File: src/hmc_pkg.sv
package hmc_pkg;

    typedef enum logic [1:0] {
        MODE_IDLE,
        MODE_HAND,
        MODE_WAIT,
        MODE_SEND
    } mode_t;

    localparam int ADDR_W      = 8;
    localparam int TICK_W      = 32;
    localparam int CFG_INDEX_W = 1;
    localparam int CFG_DATA_W  = 32;

    // register indexes on the configuration port
    localparam logic [CFG_INDEX_W-1:0] REG_OWN_ADDR = 1'b0;
    localparam logic [CFG_INDEX_W-1:0] REG_TIMEOUT  = 1'b1;

    localparam logic [TICK_W-1:0] TIMEOUT_RESET = 32'd2000;

    // event opcodes
    localparam logic [1:0] OP_SEND = 2'd0;
    localparam logic [1:0] OP_CTRL = 2'd1;
    localparam logic [1:0] OP_PHY  = 2'd2;
    localparam logic [1:0] OP_TICK = 2'd3;

    // received frame kinds
    localparam logic [1:0] FK_ACK  = 2'd0;
    localparam logic [1:0] FK_NACK = 2'd1;
    localparam logic [1:0] PK_DATA = 2'd0;

    // result kinds
    localparam logic [1:0] KIND_CTRL = 2'd0;
    localparam logic [1:0] KIND_DATA = 2'd1;
    localparam logic [1:0] KIND_STAT = 2'd2;

    // upper-layer status codes
    localparam logic [1:0] ST_SUCCESS = 2'd0;
    localparam logic [1:0] ST_BUSY    = 2'd1;
    localparam logic [1:0] ST_FAILED  = 2'd2;
    localparam logic [1:0] ST_DATA    = 2'd3;

    // control frame types
    localparam logic [1:0] CT_ACK = 2'd0;

    // result queue geometry
    localparam int FIFO_DEPTH = 4;
    localparam int FIFO_PTR_W = 2;
    localparam int FIFO_CNT_W = 3;

    typedef struct packed {
        logic [1:0]        op;
        logic [1:0]        frame_kind;
        logic [ADDR_W-1:0] frame_to;
        logic [ADDR_W-1:0] frame_from;
        logic [ADDR_W-1:0] req_addr;
    } item_t;

    typedef struct packed {
        logic [1:0]        kind;
        logic [1:0]        status;
        logic [1:0]        ctrl_type;
        logic [ADDR_W-1:0] out_to;
        logic [ADDR_W-1:0] out_from;
        logic              last;
    } result_t;

    typedef struct packed {
        logic [1:0] num;
        result_t    first;
        result_t    second;
    } result_pair_t;

    typedef struct packed {
        logic [FIFO_CNT_W-1:0] count;
        logic                  room;
    } fifo_status_t;

endpackage

File: src/hmc_if.sv
interface hmc_evt_if;
    logic                       valid;
    logic                       ready;
    logic [1:0]                 op;
    logic [1:0]                 frame_kind;
    logic [hmc_pkg::ADDR_W-1:0] frame_to;
    logic [hmc_pkg::ADDR_W-1:0] frame_from;
    logic [hmc_pkg::ADDR_W-1:0] req_addr;

    modport source (output valid, output op, output frame_kind, output frame_to,
                    output frame_from, output req_addr, input ready);
    modport sink   (input valid, input op, input frame_kind, input frame_to,
                    input frame_from, input req_addr, output ready);
endinterface

interface hmc_res_if;
    logic                       valid;
    logic                       ready;
    logic [1:0]                 kind;
    logic [1:0]                 status;
    logic [1:0]                 ctrl_type;
    logic [hmc_pkg::ADDR_W-1:0] out_to;
    logic [hmc_pkg::ADDR_W-1:0] out_from;
    logic                       last;

    modport source (output valid, output kind, output status, output ctrl_type,
                    output out_to, output out_from, output last, input ready);
    modport sink   (input valid, input kind, input status, input ctrl_type,
                    input out_to, input out_from, input last, output ready);
endinterface

File: src/hmc_core.sv
module hmc_core (
    input  logic                                clk,
    input  logic                                rst_n,
    input  logic                                cfg_we,
    input  logic [hmc_pkg::CFG_INDEX_W-1:0]     cfg_index,
    input  logic [hmc_pkg::CFG_DATA_W-1:0]      cfg_data,
    input  logic                                fire,
    input  hmc_pkg::item_t                      item,
    output hmc_pkg::result_pair_t               pair
);

    logic [hmc_pkg::ADDR_W-1:0] own_addr_reg;
    logic [hmc_pkg::TICK_W-1:0] timeout_reg;
    hmc_pkg::mode_t             mode_reg, mode_next;
    logic [hmc_pkg::ADDR_W-1:0] peer_reg, peer_next;
    logic [hmc_pkg::TICK_W-1:0] elapsed_reg, elapsed_next;

    logic over_timeout;
    logic under_timeout;
    logic for_us;
    logic from_peer;

    assign over_timeout  = elapsed_reg > timeout_reg;
    assign under_timeout = elapsed_reg < timeout_reg;
    assign for_us        = item.frame_to == own_addr_reg;
    assign from_peer     = item.frame_from == peer_reg;

    always_comb
    begin
        hmc_pkg::result_t frame_r;
        hmc_pkg::result_t stat_r;

        mode_next    = mode_reg;
        peer_next    = peer_reg;
        elapsed_next = elapsed_reg;
        pair         = '0;

        // frame to the current peer; the peer may change below, so set per arm
        frame_r          = '0;
        frame_r.out_to   = peer_reg;
        frame_r.out_from = own_addr_reg;
        stat_r           = '0;
        stat_r.kind      = hmc_pkg::KIND_STAT;

        unique case (item.op)
            hmc_pkg::OP_TICK:
            begin
                if (elapsed_reg != '1)
                begin
                    elapsed_next = elapsed_reg + hmc_pkg::TICK_W'(1);
                end
            end
            hmc_pkg::OP_SEND:
            begin
                if (mode_reg != hmc_pkg::MODE_IDLE && under_timeout)
                begin
                    pair.num           = 2'd1;
                    pair.first         = stat_r;
                    pair.first.status  = hmc_pkg::ST_BUSY;
                end
                else
                begin
                    peer_next          = item.req_addr;
                    mode_next          = hmc_pkg::MODE_HAND;
                    elapsed_next       = '0;
                    pair.num           = 2'd1;
                    pair.first         = frame_r;
                    pair.first.kind    = hmc_pkg::KIND_CTRL;
                    pair.first.out_to  = item.req_addr;
                end
            end
            hmc_pkg::OP_PHY:
            begin
                priority if (over_timeout)
                begin
                    mode_next         = hmc_pkg::MODE_IDLE;
                    elapsed_next      = '0;
                    pair.num          = 2'd1;
                    pair.first        = stat_r;
                    pair.first.status = hmc_pkg::ST_FAILED;
                end
                else if (item.frame_kind == hmc_pkg::PK_DATA
                         && mode_reg == hmc_pkg::MODE_WAIT && for_us && from_peer)
                begin
                    // acknowledge the data frame, then hand it up
                    mode_next          = hmc_pkg::MODE_IDLE;
                    elapsed_next       = '0;
                    pair.num           = 2'd2;
                    pair.first         = frame_r;
                    pair.first.kind    = hmc_pkg::KIND_CTRL;
                    pair.second        = stat_r;
                    pair.second.status = hmc_pkg::ST_DATA;
                end
                else
                begin
                    pair.num = 2'd0;
                end
            end
            hmc_pkg::OP_CTRL:
            begin
                priority if (!for_us)
                begin
                    pair.num = 2'd0;
                end
                else if (mode_reg == hmc_pkg::MODE_IDLE
                         && item.frame_kind == hmc_pkg::FK_ACK)
                begin
                    peer_next          = item.frame_from;
                    mode_next          = hmc_pkg::MODE_WAIT;
                    elapsed_next       = '0;
                    pair.num           = 2'd1;
                    pair.first         = frame_r;
                    pair.first.kind    = hmc_pkg::KIND_CTRL;
                    pair.first.out_to  = item.frame_from;
                end
                else if (mode_reg == hmc_pkg::MODE_HAND && from_peer)
                begin
                    priority if (over_timeout)
                    begin
                        mode_next         = hmc_pkg::MODE_IDLE;
                        elapsed_next      = '0;
                        pair.num          = 2'd1;
                        pair.first        = stat_r;
                        pair.first.status = hmc_pkg::ST_FAILED;
                    end
                    else if (item.frame_kind == hmc_pkg::FK_ACK)
                    begin
                        mode_next       = hmc_pkg::MODE_SEND;
                        elapsed_next    = '0;
                        pair.num        = 2'd1;
                        pair.first      = frame_r;
                        pair.first.kind = hmc_pkg::KIND_DATA;
                    end
                    else
                    begin
                        pair.num = 2'd0;
                    end
                end
                else if (mode_reg == hmc_pkg::MODE_SEND && from_peer)
                begin
                    priority if (item.frame_kind == hmc_pkg::FK_ACK)
                    begin
                        mode_next         = hmc_pkg::MODE_IDLE;
                        elapsed_next      = '0;
                        pair.num          = 2'd1;
                        pair.first        = stat_r;
                        pair.first.status = hmc_pkg::ST_SUCCESS;
                    end
                    else if (item.frame_kind == hmc_pkg::FK_NACK && under_timeout)
                    begin
                        // retransmit, timer keeps running
                        pair.num        = 2'd1;
                        pair.first      = frame_r;
                        pair.first.kind = hmc_pkg::KIND_DATA;
                    end
                    else if (item.frame_kind == hmc_pkg::FK_NACK)
                    begin
                        mode_next         = hmc_pkg::MODE_IDLE;
                        elapsed_next      = '0;
                        pair.num          = 2'd1;
                        pair.first        = stat_r;
                        pair.first.status = hmc_pkg::ST_FAILED;
                    end
                    else
                    begin
                        pair.num = 2'd0;
                    end
                end
                else
                begin
                    pair.num = 2'd0;
                end
            end
            default:
            begin
                pair.num = 2'd0;
            end
        endcase

        // mark the final result of this event
        if (pair.num == 2'd2)
        begin
            pair.second.last = 1'b1;
        end
        else if (pair.num == 2'd1)
        begin
            pair.first.last = 1'b1;
        end
    end

    always_ff @(posedge clk or negedge rst_n)
    begin
        if (!rst_n)
        begin
            own_addr_reg <= '0;
            timeout_reg  <= hmc_pkg::TIMEOUT_RESET;
            mode_reg     <= hmc_pkg::MODE_IDLE;
            peer_reg     <= '0;
            elapsed_reg  <= '0;
        end
        else
        begin
            if (cfg_we)
            begin
                unique case (cfg_index)
                    hmc_pkg::REG_OWN_ADDR: own_addr_reg <= cfg_data[hmc_pkg::ADDR_W-1:0];
                    hmc_pkg::REG_TIMEOUT:  timeout_reg  <= cfg_data[hmc_pkg::TICK_W-1:0];
                    default:               own_addr_reg <= own_addr_reg;
                endcase
            end
            if (fire)
            begin
                mode_reg    <= mode_next;
                peer_reg    <= peer_next;
                elapsed_reg <= elapsed_next;
            end
        end
    end

endmodule

File: src/hmc_result_fifo.sv
module hmc_result_fifo (
    input  logic                  clk,
    input  logic                  rst_n,
    input  logic                  push,
    input  hmc_pkg::result_pair_t pair,
    output hmc_pkg::fifo_status_t stat,
    hmc_res_if.source             res
);

    hmc_pkg::result_t                entry_reg [hmc_pkg::FIFO_DEPTH];
    logic [hmc_pkg::FIFO_PTR_W-1:0]  wr_ptr_reg, wr_ptr_next;
    logic [hmc_pkg::FIFO_PTR_W-1:0]  rd_ptr_reg;
    logic [hmc_pkg::FIFO_CNT_W-1:0]  count_reg, count_next;
    logic [hmc_pkg::FIFO_CNT_W-1:0]  push_num;
    logic                            pop;
    hmc_pkg::result_t                head;

    assign push_num    = push ? hmc_pkg::FIFO_CNT_W'(pair.num) : '0;
    assign pop         = res.valid && res.ready;
    assign wr_ptr_next = wr_ptr_reg + hmc_pkg::FIFO_PTR_W'(push_num);
    assign count_next  = count_reg + push_num - hmc_pkg::FIFO_CNT_W'(pop);

    // room for a full pair of results
    assign stat.count = count_reg;
    assign stat.room  = count_reg <= hmc_pkg::FIFO_CNT_W'(hmc_pkg::FIFO_DEPTH - 2);

    assign head          = entry_reg[rd_ptr_reg];
    assign res.valid     = count_reg != '0;
    assign res.kind      = head.kind;
    assign res.status    = head.status;
    assign res.ctrl_type = head.ctrl_type;
    assign res.out_to    = head.out_to;
    assign res.out_from  = head.out_from;
    assign res.last      = head.last;

    always_ff @(posedge clk)
    begin
        if (push && pair.num != 2'd0)
        begin
            entry_reg[wr_ptr_reg] <= pair.first;
        end
        if (push && pair.num == 2'd2)
        begin
            entry_reg[wr_ptr_reg + hmc_pkg::FIFO_PTR_W'(1)] <= pair.second;
        end
    end

    always_ff @(posedge clk or negedge rst_n)
    begin
        if (!rst_n)
        begin
            wr_ptr_reg <= '0;
            rd_ptr_reg <= '0;
            count_reg  <= '0;
        end
        else
        begin
            wr_ptr_reg <= wr_ptr_next;
            count_reg  <= count_next;
            if (pop)
            begin
                rd_ptr_reg <= rd_ptr_reg + hmc_pkg::FIFO_PTR_W'(1);
            end
        end
    end

endmodule

File: src/handshake_mac_controller.sv
// Channel  | Dir | Payload                                             | Transfer
// ---------+-----+-----------------------------------------------------+-------------------
// evt      | in  | op, frame_kind, frame_to, frame_from, req_addr      | valid && ready
// res      | out | kind, status, ctrl_type, out_to, out_from, last     | valid && ready
// cfg      | in  | cfg_index (0 own_addr, 1 timeout_ticks), cfg_data   | cfg_we
//
// An event transfer lands in the input register; the event logic then runs on it and
// its zero to two results enter a four-entry result queue, so one event a cycle while the
// queue has room. A result is offered once it has been written into the result queue.
// The result queue drains one result per cycle while res.ready is high; evt stalls only
// while the queue lacks room for two results.
// rst_n asynchronously clears mode, peer, timer, queue and config to reset values.
module handshake_mac_controller (
    input  logic                            clk,
    input  logic                            rst_n,
    input  logic                            cfg_we,
    input  logic [hmc_pkg::CFG_INDEX_W-1:0] cfg_index,
    input  logic [hmc_pkg::CFG_DATA_W-1:0]  cfg_data,
    hmc_evt_if.sink                         evt,
    hmc_res_if.source                       res
);

    logic                  item_valid_reg;
    hmc_pkg::item_t        item_reg;
    logic                  fire;
    hmc_pkg::result_pair_t pair;
    hmc_pkg::fifo_status_t fifo_stat;

    // process the held event once the queue can take both of its possible results
    assign fire      = item_valid_reg && fifo_stat.room;
    assign evt.ready = !item_valid_reg || fire;

    // input register: load on each transfer, drop once processed
    always_ff @(posedge clk or negedge rst_n)
    begin
        if (!rst_n)
        begin
            item_valid_reg <= 1'b0;
        end
        else if (evt.ready)
        begin
            item_valid_reg <= evt.valid;
        end
    end

    always_ff @(posedge clk)
    begin
        if (evt.valid && evt.ready)
        begin
            item_reg.op         <= evt.op;
            item_reg.frame_kind <= evt.frame_kind;
            item_reg.frame_to   <= evt.frame_to;
            item_reg.frame_from <= evt.frame_from;
            item_reg.req_addr   <= evt.req_addr;
        end
    end

    // mode, peer and timer live in the core; it decides results per event
    hmc_core u_core (
        .clk       (clk),
        .rst_n     (rst_n),
        .cfg_we    (cfg_we),
        .cfg_index (cfg_index),
        .cfg_data  (cfg_data),
        .fire      (fire),
        .item      (item_reg),
        .pair      (pair)
    );

    // hold results until the sink takes them
    hmc_result_fifo u_fifo (
        .clk   (clk),
        .rst_n (rst_n),
        .push  (fire),
        .pair  (pair),
        .stat  (fifo_stat),
        .res   (res)
    );

    // the queue never overfills
    a_fifo_bound: assert property (@(posedge clk) disable iff (!rst_n)
        fifo_stat.count <= hmc_pkg::FIFO_CNT_W'(hmc_pkg::FIFO_DEPTH))
        else $error("result queue overfilled");

    // a processed event with results leaves the queue non-empty
    a_results_queued: assert property (@(posedge clk) disable iff (!rst_n)
        fire && pair.num != 2'd0 |=> fifo_stat.count != '0)
        else $error("results of an event were lost");

    // a tick never produces a result
    a_tick_silent: assert property (@(posedge clk) disable iff (!rst_n)
        fire && item_reg.op == hmc_pkg::OP_TICK |-> pair.num == 2'd0)
        else $error("tick produced a result");

endmodule

File: src/flat_wrapper.sv
// flat-port wrapper written by rule: the top's interface ports become plain ports
module handshake_mac_controller_flat 
  (clk, rst_n, cfg_we, cfg_index, cfg_data, evt_valid, evt_op, evt_frame_kind, evt_frame_to, evt_frame_from, evt_req_addr, evt_ready, res_valid, res_kind, res_status, res_ctrl_type, res_out_to, res_out_from, res_last, res_ready);
  hmc_evt_if evt_i ();
  hmc_res_if res_i ();
  input  logic clk;
  input  logic rst_n;
  input  logic cfg_we;
  input  logic [hmc_pkg::CFG_INDEX_W-1:0] cfg_index;
  input  logic [hmc_pkg::CFG_DATA_W-1:0] cfg_data;
  input wire logic [$bits(evt_i.valid)-1:0] evt_valid;
  input wire logic [$bits(evt_i.op)-1:0] evt_op;
  input wire logic [$bits(evt_i.frame_kind)-1:0] evt_frame_kind;
  input wire logic [$bits(evt_i.frame_to)-1:0] evt_frame_to;
  input wire logic [$bits(evt_i.frame_from)-1:0] evt_frame_from;
  input wire logic [$bits(evt_i.req_addr)-1:0] evt_req_addr;
  output wire logic [$bits(evt_i.ready)-1:0] evt_ready;
  output wire logic [$bits(res_i.valid)-1:0] res_valid;
  output wire logic [$bits(res_i.kind)-1:0] res_kind;
  output wire logic [$bits(res_i.status)-1:0] res_status;
  output wire logic [$bits(res_i.ctrl_type)-1:0] res_ctrl_type;
  output wire logic [$bits(res_i.out_to)-1:0] res_out_to;
  output wire logic [$bits(res_i.out_from)-1:0] res_out_from;
  output wire logic [$bits(res_i.last)-1:0] res_last;
  input wire logic [$bits(res_i.ready)-1:0] res_ready;
  assign evt_i.valid = evt_valid;
  assign evt_i.op = evt_op;
  assign evt_i.frame_kind = evt_frame_kind;
  assign evt_i.frame_to = evt_frame_to;
  assign evt_i.frame_from = evt_frame_from;
  assign evt_i.req_addr = evt_req_addr;
  assign evt_ready = evt_i.ready;
  assign res_valid = res_i.valid;
  assign res_kind = res_i.kind;
  assign res_status = res_i.status;
  assign res_ctrl_type = res_i.ctrl_type;
  assign res_out_to = res_i.out_to;
  assign res_out_from = res_i.out_from;
  assign res_last = res_i.last;
  assign res_i.ready = res_ready;
  handshake_mac_controller u_core (.clk(clk), .rst_n(rst_n), .cfg_we(cfg_we), .cfg_index(cfg_index), .cfg_data(cfg_data), .evt(evt_i), .res(res_i));
endmodule
File: config.mk
export PLATFORM = sky130hd
export DESIGN_NAME = handshake_mac_controller_flat
export DESIGN_NICKNAME = d
export VERILOG_FILES = /design/src/hmc_pkg.sv /design/src/hmc_if.sv /design/src/hmc_core.sv /design/src/hmc_result_fifo.sv /design/src/handshake_mac_controller.sv /design/src/flat_wrapper.sv
export SDC_FILE = /design/constraint.sdc
export NUM_CORES = 1
export LEC_CHECK = 0
export BUFFER_PORTS_ARGS = -buffer_cell sky130_fd_sc_hd__buf_2
export CAP_MARGIN = 0
export CORE_MARGIN = 10
export CORE_UTILIZATION = 50
export DETAILED_ROUTE_END_ITERATION = 8
export GPL_TIMING_DRIVEN = 0
export MAX_ROUTING_LAYER = met4
export PLACE_DENSITY = 0.68
export SLEW_MARGIN = 20
export SYNTH_ARGS = -nofsm -noshare
export SYNTH_HDL_FRONTEND = slang
export SYNTH_HIERARCHICAL = 1
export SYNTH_SLANG_ARGS = --single-unit
export TNS_END_PERCENT = 30
File: constraint.sdc
create_clock -name clk -period 5.85 [get_ports clk]
set_input_delay 0.585 -clock clk [delete_from_list [all_inputs] [get_ports clk]]
set_output_delay 0.585 -clock clk [all_outputs]
set_load 0.1 [all_outputs]
==> results of run 1 <==
-- through the flow --
stage                     instances  worst slack (ns)
final                          1383              1.11
after global placement         1336             0.323
after CTS                      1383              1.29
after detailed placement       1338              1.31
after global routing           1383             0.953
after floorplan                 933              1.87
-- layout by cell type (no fill, tap or decap), types with 26 or more instances in the layout --
master,count
mux2_2,130
edfxtp_1,120
buf_2,101
dfrtp_1,84
nand2_1,58
inv_1,49
nand3_1,44
ha_1,42
o21ai_0,40
clkbuf_16,26
-- final cells by class --
type / count / share of cell area [%]
repair buffers: 92 / 3.79
well taps: 313 / 2.90
plain buffers: 64 / 2.87
inverters: 49 / 1.36
multi-input cells: 610 / 39.3
flip-flops and latches: 210 / 43.4
clock buffers: 31 / 5.25
clock inverters: 14 / 1.13
-- worst min path at each step --
stage                                             start  cells after the start                            end  slack (ns)
after global placement    u_core/u_core/timeout_reg[13]                      1  u_core/u_core/timeout_reg[13]        0.49
after global routing                              rst_n                      1  u_core/u_core/timeout_reg[16]        0.02
after CTS                                         rst_n                      1  u_core/u_core/timeout_reg[18]       0.001
final                                             rst_n                      1  u_core/u_core/timeout_reg[18]       -0.01
after floorplan                                   rst_n                      0          u_core/item_valid_reg        0.29
after detailed placement  u_core/u_core/timeout_reg[12]                      1  u_core/u_core/timeout_reg[12]        0.49
-- power by group --
| group | leakage (nW) | internal, mW | switching (mW) |
|---|---|---|---|
| clock | 0.428 | 0.990 | 0.604 |
| sequential | 2.23 | 1.79 | 0.122 |
| combinational | 3.04 | 0.624 | 1.41 |
| total | 5.70 | 3.41 | 2.14 |
-- kinds of logic after synthesis --
| group | synth area share [%] |
|---|---|
| xor gates and xnor gates | 1.65 |
| AOI/OAI and AO/OA | 8.70 |
| other | 0.0322 |
| buffers and inverters | 4.91 |
| and+or+nand+nor | 9.93 |
| muxes | 19.8 |
| adders and majority gates | 4.68 |
| DFF | 50.3 |
-- routing by layer --
metal | vias up | track usage [%]
met2 | 218 | 26.8
met4 | 0 | 4.75
li1 | 3700 | -
met3 | 45 | 3.07
met1 | 3816 | 23.5
met5 | - | -
==> out/metrics.cfg, run 1 <==
[sta]
finalHoldViolCount = 10
final_max_slew_viol_count = 0
setup_viol = 0
worst_pin_slew_ns = 1.00
whs_ns = -0.0104
min_period_ns = 4.74
post-route-period-util_pct = 81.0
slew_headroom_pct = 31.3
max_freq_mhz = 211
rsz0062_at_grt = no
finalClockSkew_ns = 0.0194
setup_tns_ns = 0

[worst_setup_path]
reg2reg_depth = 14
cpMaxStageDelayCell = a2111oi_0
crit_path_end = u_core/u_fifo/count_reg[2]
cp-end-kind = register
arrival_ns = 5.16
crit_buf_inv = 1
cp-startpoint = u_core/u_core/elapsed_reg[14]
r2r-start = u_core/u_core/elapsed_reg[14]
worstSetupPathType = register to register
reg2reg_slack_ns = 1.11
worstPathMaxFanout = 8
cp-start-kind = register
max_stage_delay_ns = 0.95
cp.depth = 14
rr_endpoint = u_core/u_fifo/count_reg[2]
crit_path_frequent_cell = ha_1
cp_cell_sequence = ha_1 > nand4_1 > a2111oi_0 > o41a_1 > nor2_1 > o211ai_1 > and2_1 > nand2_1 > ha_1 > inv_1 > ha_1 > fa_1 > xnor2_1 > xnor2_1
crit_family = compound AO/OA/AOI/OAI gates
required_ns = 6.28

[outcome]
violations = negative hold slack
status = finished with violations

[placed_design]
dp_hpwl_um = 18500
io_buffers = 90
dpl_cell_area_sq_um = 12600
routabilityCongestion = 0.898

[detailed_routing]
drt_iter0_drc = 555
final_antenna_net_count = 0
wl_um = 26300
routed-wl-met3_um = 1460
num_vias = 7779
drc = 0
wire_per_inst_um = 19.0
first_pass_iters = 5
dr.max_layer_used = met4
wl_met2_um = 12000
wl_met1_um = 12200
via_per_inst = 5.62

[synth]
ys_seq_area_share_pct = 50.3
yosysWarnings = 6
synth-async-reset-ratio_pct = 42.9
synth_top_cell_by_area = edfxtp_1
syn_area_sq_um = 11600
yosysMostFrequentCell = mux2_2
ys.flop_type = edfxtp_1
synth_top_area_share_pct = 30.9
ys_types = 76
syn_inst = 913
syn_avg_cell_area_sq_um = 12.8
yosys-top-cells-area = edfxtp_1, dfrtp_1, mux2_2
synth-seq-cells = 210
synth_commonest_cells = mux2_2, edfxtp_1, dfrtp_1, nand2_1, inv_1
synth_edf_count = 120

[cells_and_area]
multi_input_area_sq_um = 5310
largest_reg_flops = 92
nets = 1161
syn2layout_area_growth_pct = 15.9
n_antenna_cell = 0
fillers = 1869
regArea_sq_um = 5860
final_layout_size_suffix_gt1_share_pct = 35.9
final_util_pct = 59.3
finalInstanceArea_sq_um = 13500

[cts]
cts_tree = done
cts_root_buffer = clkbuf_16
cts.repair.resized = 0
cts_hold_buf = 0
cts_max_level = 1
cts_setup_buffers = 0
cts.sinks = 210
insertion_delay_ns = 0.52
numCtsBuffers = 25
clk_pin_slew_ns = 0.06
clk_path_buf_depth = 3

[floorplanning]
die_w_um = 173
design.portCount = 91
core_sq_um = 22800
initial_core_util_pct = 51.1
die_y_um = 173
die_area_sq_um = 29800
rows = 55

[global_routing]
grt_pass1_vias = 7755
grt_max_degree = 50
grt_pass1_wl_um = 41800
antenna_found_initial = 0
grt_usage_pct = 17.5
grt_overflow = 0

[power_and_ir_drop]
ir_worst_vdd_mv = 0.249
powerDensity_nw_per_um2 = 411
power.total_mw = 5.55
power.leakage_nw = 5.70

[flow_run]
max_cap_violations = 0

[min_path]
hp-class = primary input to async pin

No activity file was read; power rests on OpenSTA's default activity.
==> run 2: changes to the inputs <==
--- a/config.mk
+++ b/config.mk
@@ -12,7 +12,7 @@
 export DETAILED_ROUTE_END_ITERATION = 8
 export GPL_TIMING_DRIVEN = 0
 export MAX_ROUTING_LAYER = met4
-export PLACE_DENSITY = 0.68
+export PLACE_DENSITY = 0.71
 export SLEW_MARGIN = 20
 export SYNTH_ARGS = -nofsm -noshare
 export SYNTH_HDL_FRONTEND = slang
==> constraint.sdc (replaced) <==
create_clock -name clk -period 3.9 [get_ports clk]
set_input_delay 0.39 -clock clk [delete_from_list [all_inputs] [get_ports clk]]
set_output_delay 0.39 -clock clk [all_outputs]
set_load 0.1 [all_outputs]
==> out/metrics.cfg, run 2 (synthesis gave the netlist of run 1 again) <==
[sta]
finalClockSkew_ns = 0.0101  ; -0.00924 ns
max_freq_mhz = 265  ; +26%
slew_headroom_pct = 28.3  ; -3.0 points
setup_viol = 0  ; unchanged
whs_ns = 0.0503  ; +0.0607 ns
finalHoldViolCount = 0  ; -10
post-route-period-util_pct = 96.6  ; +16 points
min_period_ns = 3.77  ; -0.972 ns
final_max_slew_viol_count = 0  ; unchanged
worst_pin_slew_ns = 1.07  ; +0.0629 ns

[placed_design]
dp_cells = 1337  ; -0.075%
routabilityCongestion = 0.909  ; +1.3%
dp_hpwl_um = 18600  ; +0.76%
io_buffers = 90  ; unchanged

[cells_and_area]
largest_reg_flops = 92  ; unchanged
fillers = 1803  ; -3.5%
regArea_sq_um = 5870  ; about the same
n_antenna_cell = 0  ; unchanged
syn2layout_area_growth_pct = 16.7
multi_input_area_sq_um = 5390  ; +1.6%
layout_common_cells = mux2_2, edfxtp_1, buf_2
layout_commonest_cell = mux2_2
final_layout_size_suffix_gt1_share_pct = 37.1  ; +1.2 points
nets = 1171  ; +0.86%
stdcell_count = 1393  ; +0.72%

[worst_setup_path]
cp-end-kind = register
arrival_ns = 4.02  ; -1.14 ns
max_stage_delay_ns = 0.53  ; -0.42 ns
cp_cell_sequence = inv_1 > ha_1 > a21oi_1 > o21ai_1 > a22o_1 > o41a_1 > nor2_4 > o211ai_1 > and2_4 > nand3b_4 > or3b_1 > buf_2 > buf_6 > mux2_4
worstSetupPathType = register to register
required_ns = 4.16  ; -2.12 ns
cpMaxStageDelayCell = dfstp_2
cp-start-kind = register
reg2reg_slack_ns = 0.13  ; -0.98 ns
worstPathMaxFanout = 10  ; +2

[global_routing]
grt_overflow = 0  ; unchanged
antenna_found_initial = 0  ; unchanged
grt_max_degree = 47  ; -6.0%
grt_pass1_vias = 7863  ; +1.4%
grt_usage_pct = 17.5  ; about the same
grt_pass1_wl_um = 41900  ; +0.25%

[detailed_routing]
wire_per_inst_um = 18.8  ; -1.1%
num_vias = 7722  ; -0.73%
via_per_inst = 5.54  ; -1.4%
wl_um = 26200  ; -0.39%
final_antenna_net_count = 0  ; unchanged
drc = 0  ; unchanged
drt_iter0_drc = 582  ; +4.9%
first_pass_iters = 5  ; unchanged

[floorplanning]
die_w_um = 173  ; unchanged
rows = 55  ; unchanged
die_y_um = 173  ; unchanged
core_sq_um = 22800  ; unchanged
die_area_sq_um = 29800  ; unchanged
design.portCount = 91  ; unchanged
initial_core_util_pct = 51.1  ; unchanged

[power_and_ir_drop]
ir_worst_vdd_mv = 0.418  ; +68%
power.leakage_nw = 5.73  ; +0.43%
powerDensity_nw_per_um2 = 600  ; +46%

[flow_run]
max_cap_violations = 0  ; unchanged

[cts]
numCtsBuffers = 24  ; -4.0%
clk_pin_slew_ns = 0.06  ; about the same
cts_tree = done
cts_root_buffer = clkbuf_16
insertion_delay_ns = 0.51  ; about the same
clk_path_buf_depth = 3  ; unchanged
cts_max_level = 1  ; unchanged
cts.sinks = 210  ; unchanged

[outcome]
status = finished, final reports clean

[min_path]
hp-class = primary input to register

## run 2: changes by cell type in the layout (fill, tap and decap cells not counted), sizes merged
cell	change
buf	+11
clkbuf	+6
bufinv	-2
dlygate4sd3	+1
clkinvlp	-1
inv	+1
clkinv	-6
## run 2: worst paths after layout
path                                                        to  cells after the start                     startpoint
worst max-delay path            u_core/u_fifo/entry_reg[3][19]                     14   u_core/u_core/timeout_reg[7]
worst min-delay path                        u_core/item_reg[2]                      1                evt_req_addr[2]
worst max register to register  u_core/u_fifo/entry_reg[3][19]                     14   u_core/u_core/timeout_reg[7]
worst min register to register   u_core/u_core/timeout_reg[17]                      1  u_core/u_core/timeout_reg[17]
max in group asynchronous         u_core/u_core/timeout_reg[6]                      3                          rst_n
min in group asynchronous        u_core/u_core/timeout_reg[19]                      2                          rst_n
## run 2: worst max-delay path: cells and delay by family, from the launching register on
kind	cells	cell delay, ns
AND/OR/NAND/NOR	4	0.91
flip-flops	1	0.53
adder cells (fa/ha/maj)	1	0.32
buffers and inverters	3	0.39
multiplexers	1	0.31
AO/OA/AOI/OAI	5	1.05
## run 2: final cells by class
cell class              instances  share of cell area [%]
plain buffers                  63                    2.92
clock buffers                  38                    5.34
clock inverters                 6                   0.423
inverters                      49                    1.35
multi-input cells             610                    39.6
flip-flops and latches        210                    43.2
well taps                     313                    2.88
repair buffers                104                    4.30
## run 2: timing repair
item | 4_1_cts | 5_1_grt
hold endpoints to repair | 42 | 0
setup buffers | 4 | 8
setup endpoints to repair | 178 | 119
hold buffers | 1 | 0
resized for setup | 19 | 11
pin swaps | 4 | 11
## run 2: power by group
group	internal, mW	leakage, nW	switching [mW]
registers	2.69	2.23	0.183
logic	0.949	3.12	2.13
clock network	1.34	0.383	0.861
## run 2: per-stage QoR
stage	worst slack [ns]	setup TNS [ns]	cell area (sq um)	power (mW)	util, %
2_1_floorplan	0.234	0	11700	5.36	-
3_3_place_gp	-0.819	-99.11	12600	5.90	55.2
3_5_place_dp	-0.514	-64.93	12600	5.96	55.4
4_1_cts	0.0258	0	13500	8.19	59.3
5_1_grt	-0.0346	-0.614	13600	8.53	59.7
6_report	0.133	0	13600	8.16	59.7
## run 2: layer usage
| layer | up-vias | part of all wire, % | global-route usage (%) |
|---|---|---|---|
| met3 | 32 | 5.6 | 2.66 |
| met4 | 0 | 1.6 | 3.95 |
| met5 | - | 0 | - |
| li1 | 3714 | - | - |
| met1 | 3757 | 44 | 22.7 |
| met2 | 219 | 49 | 28.3 |
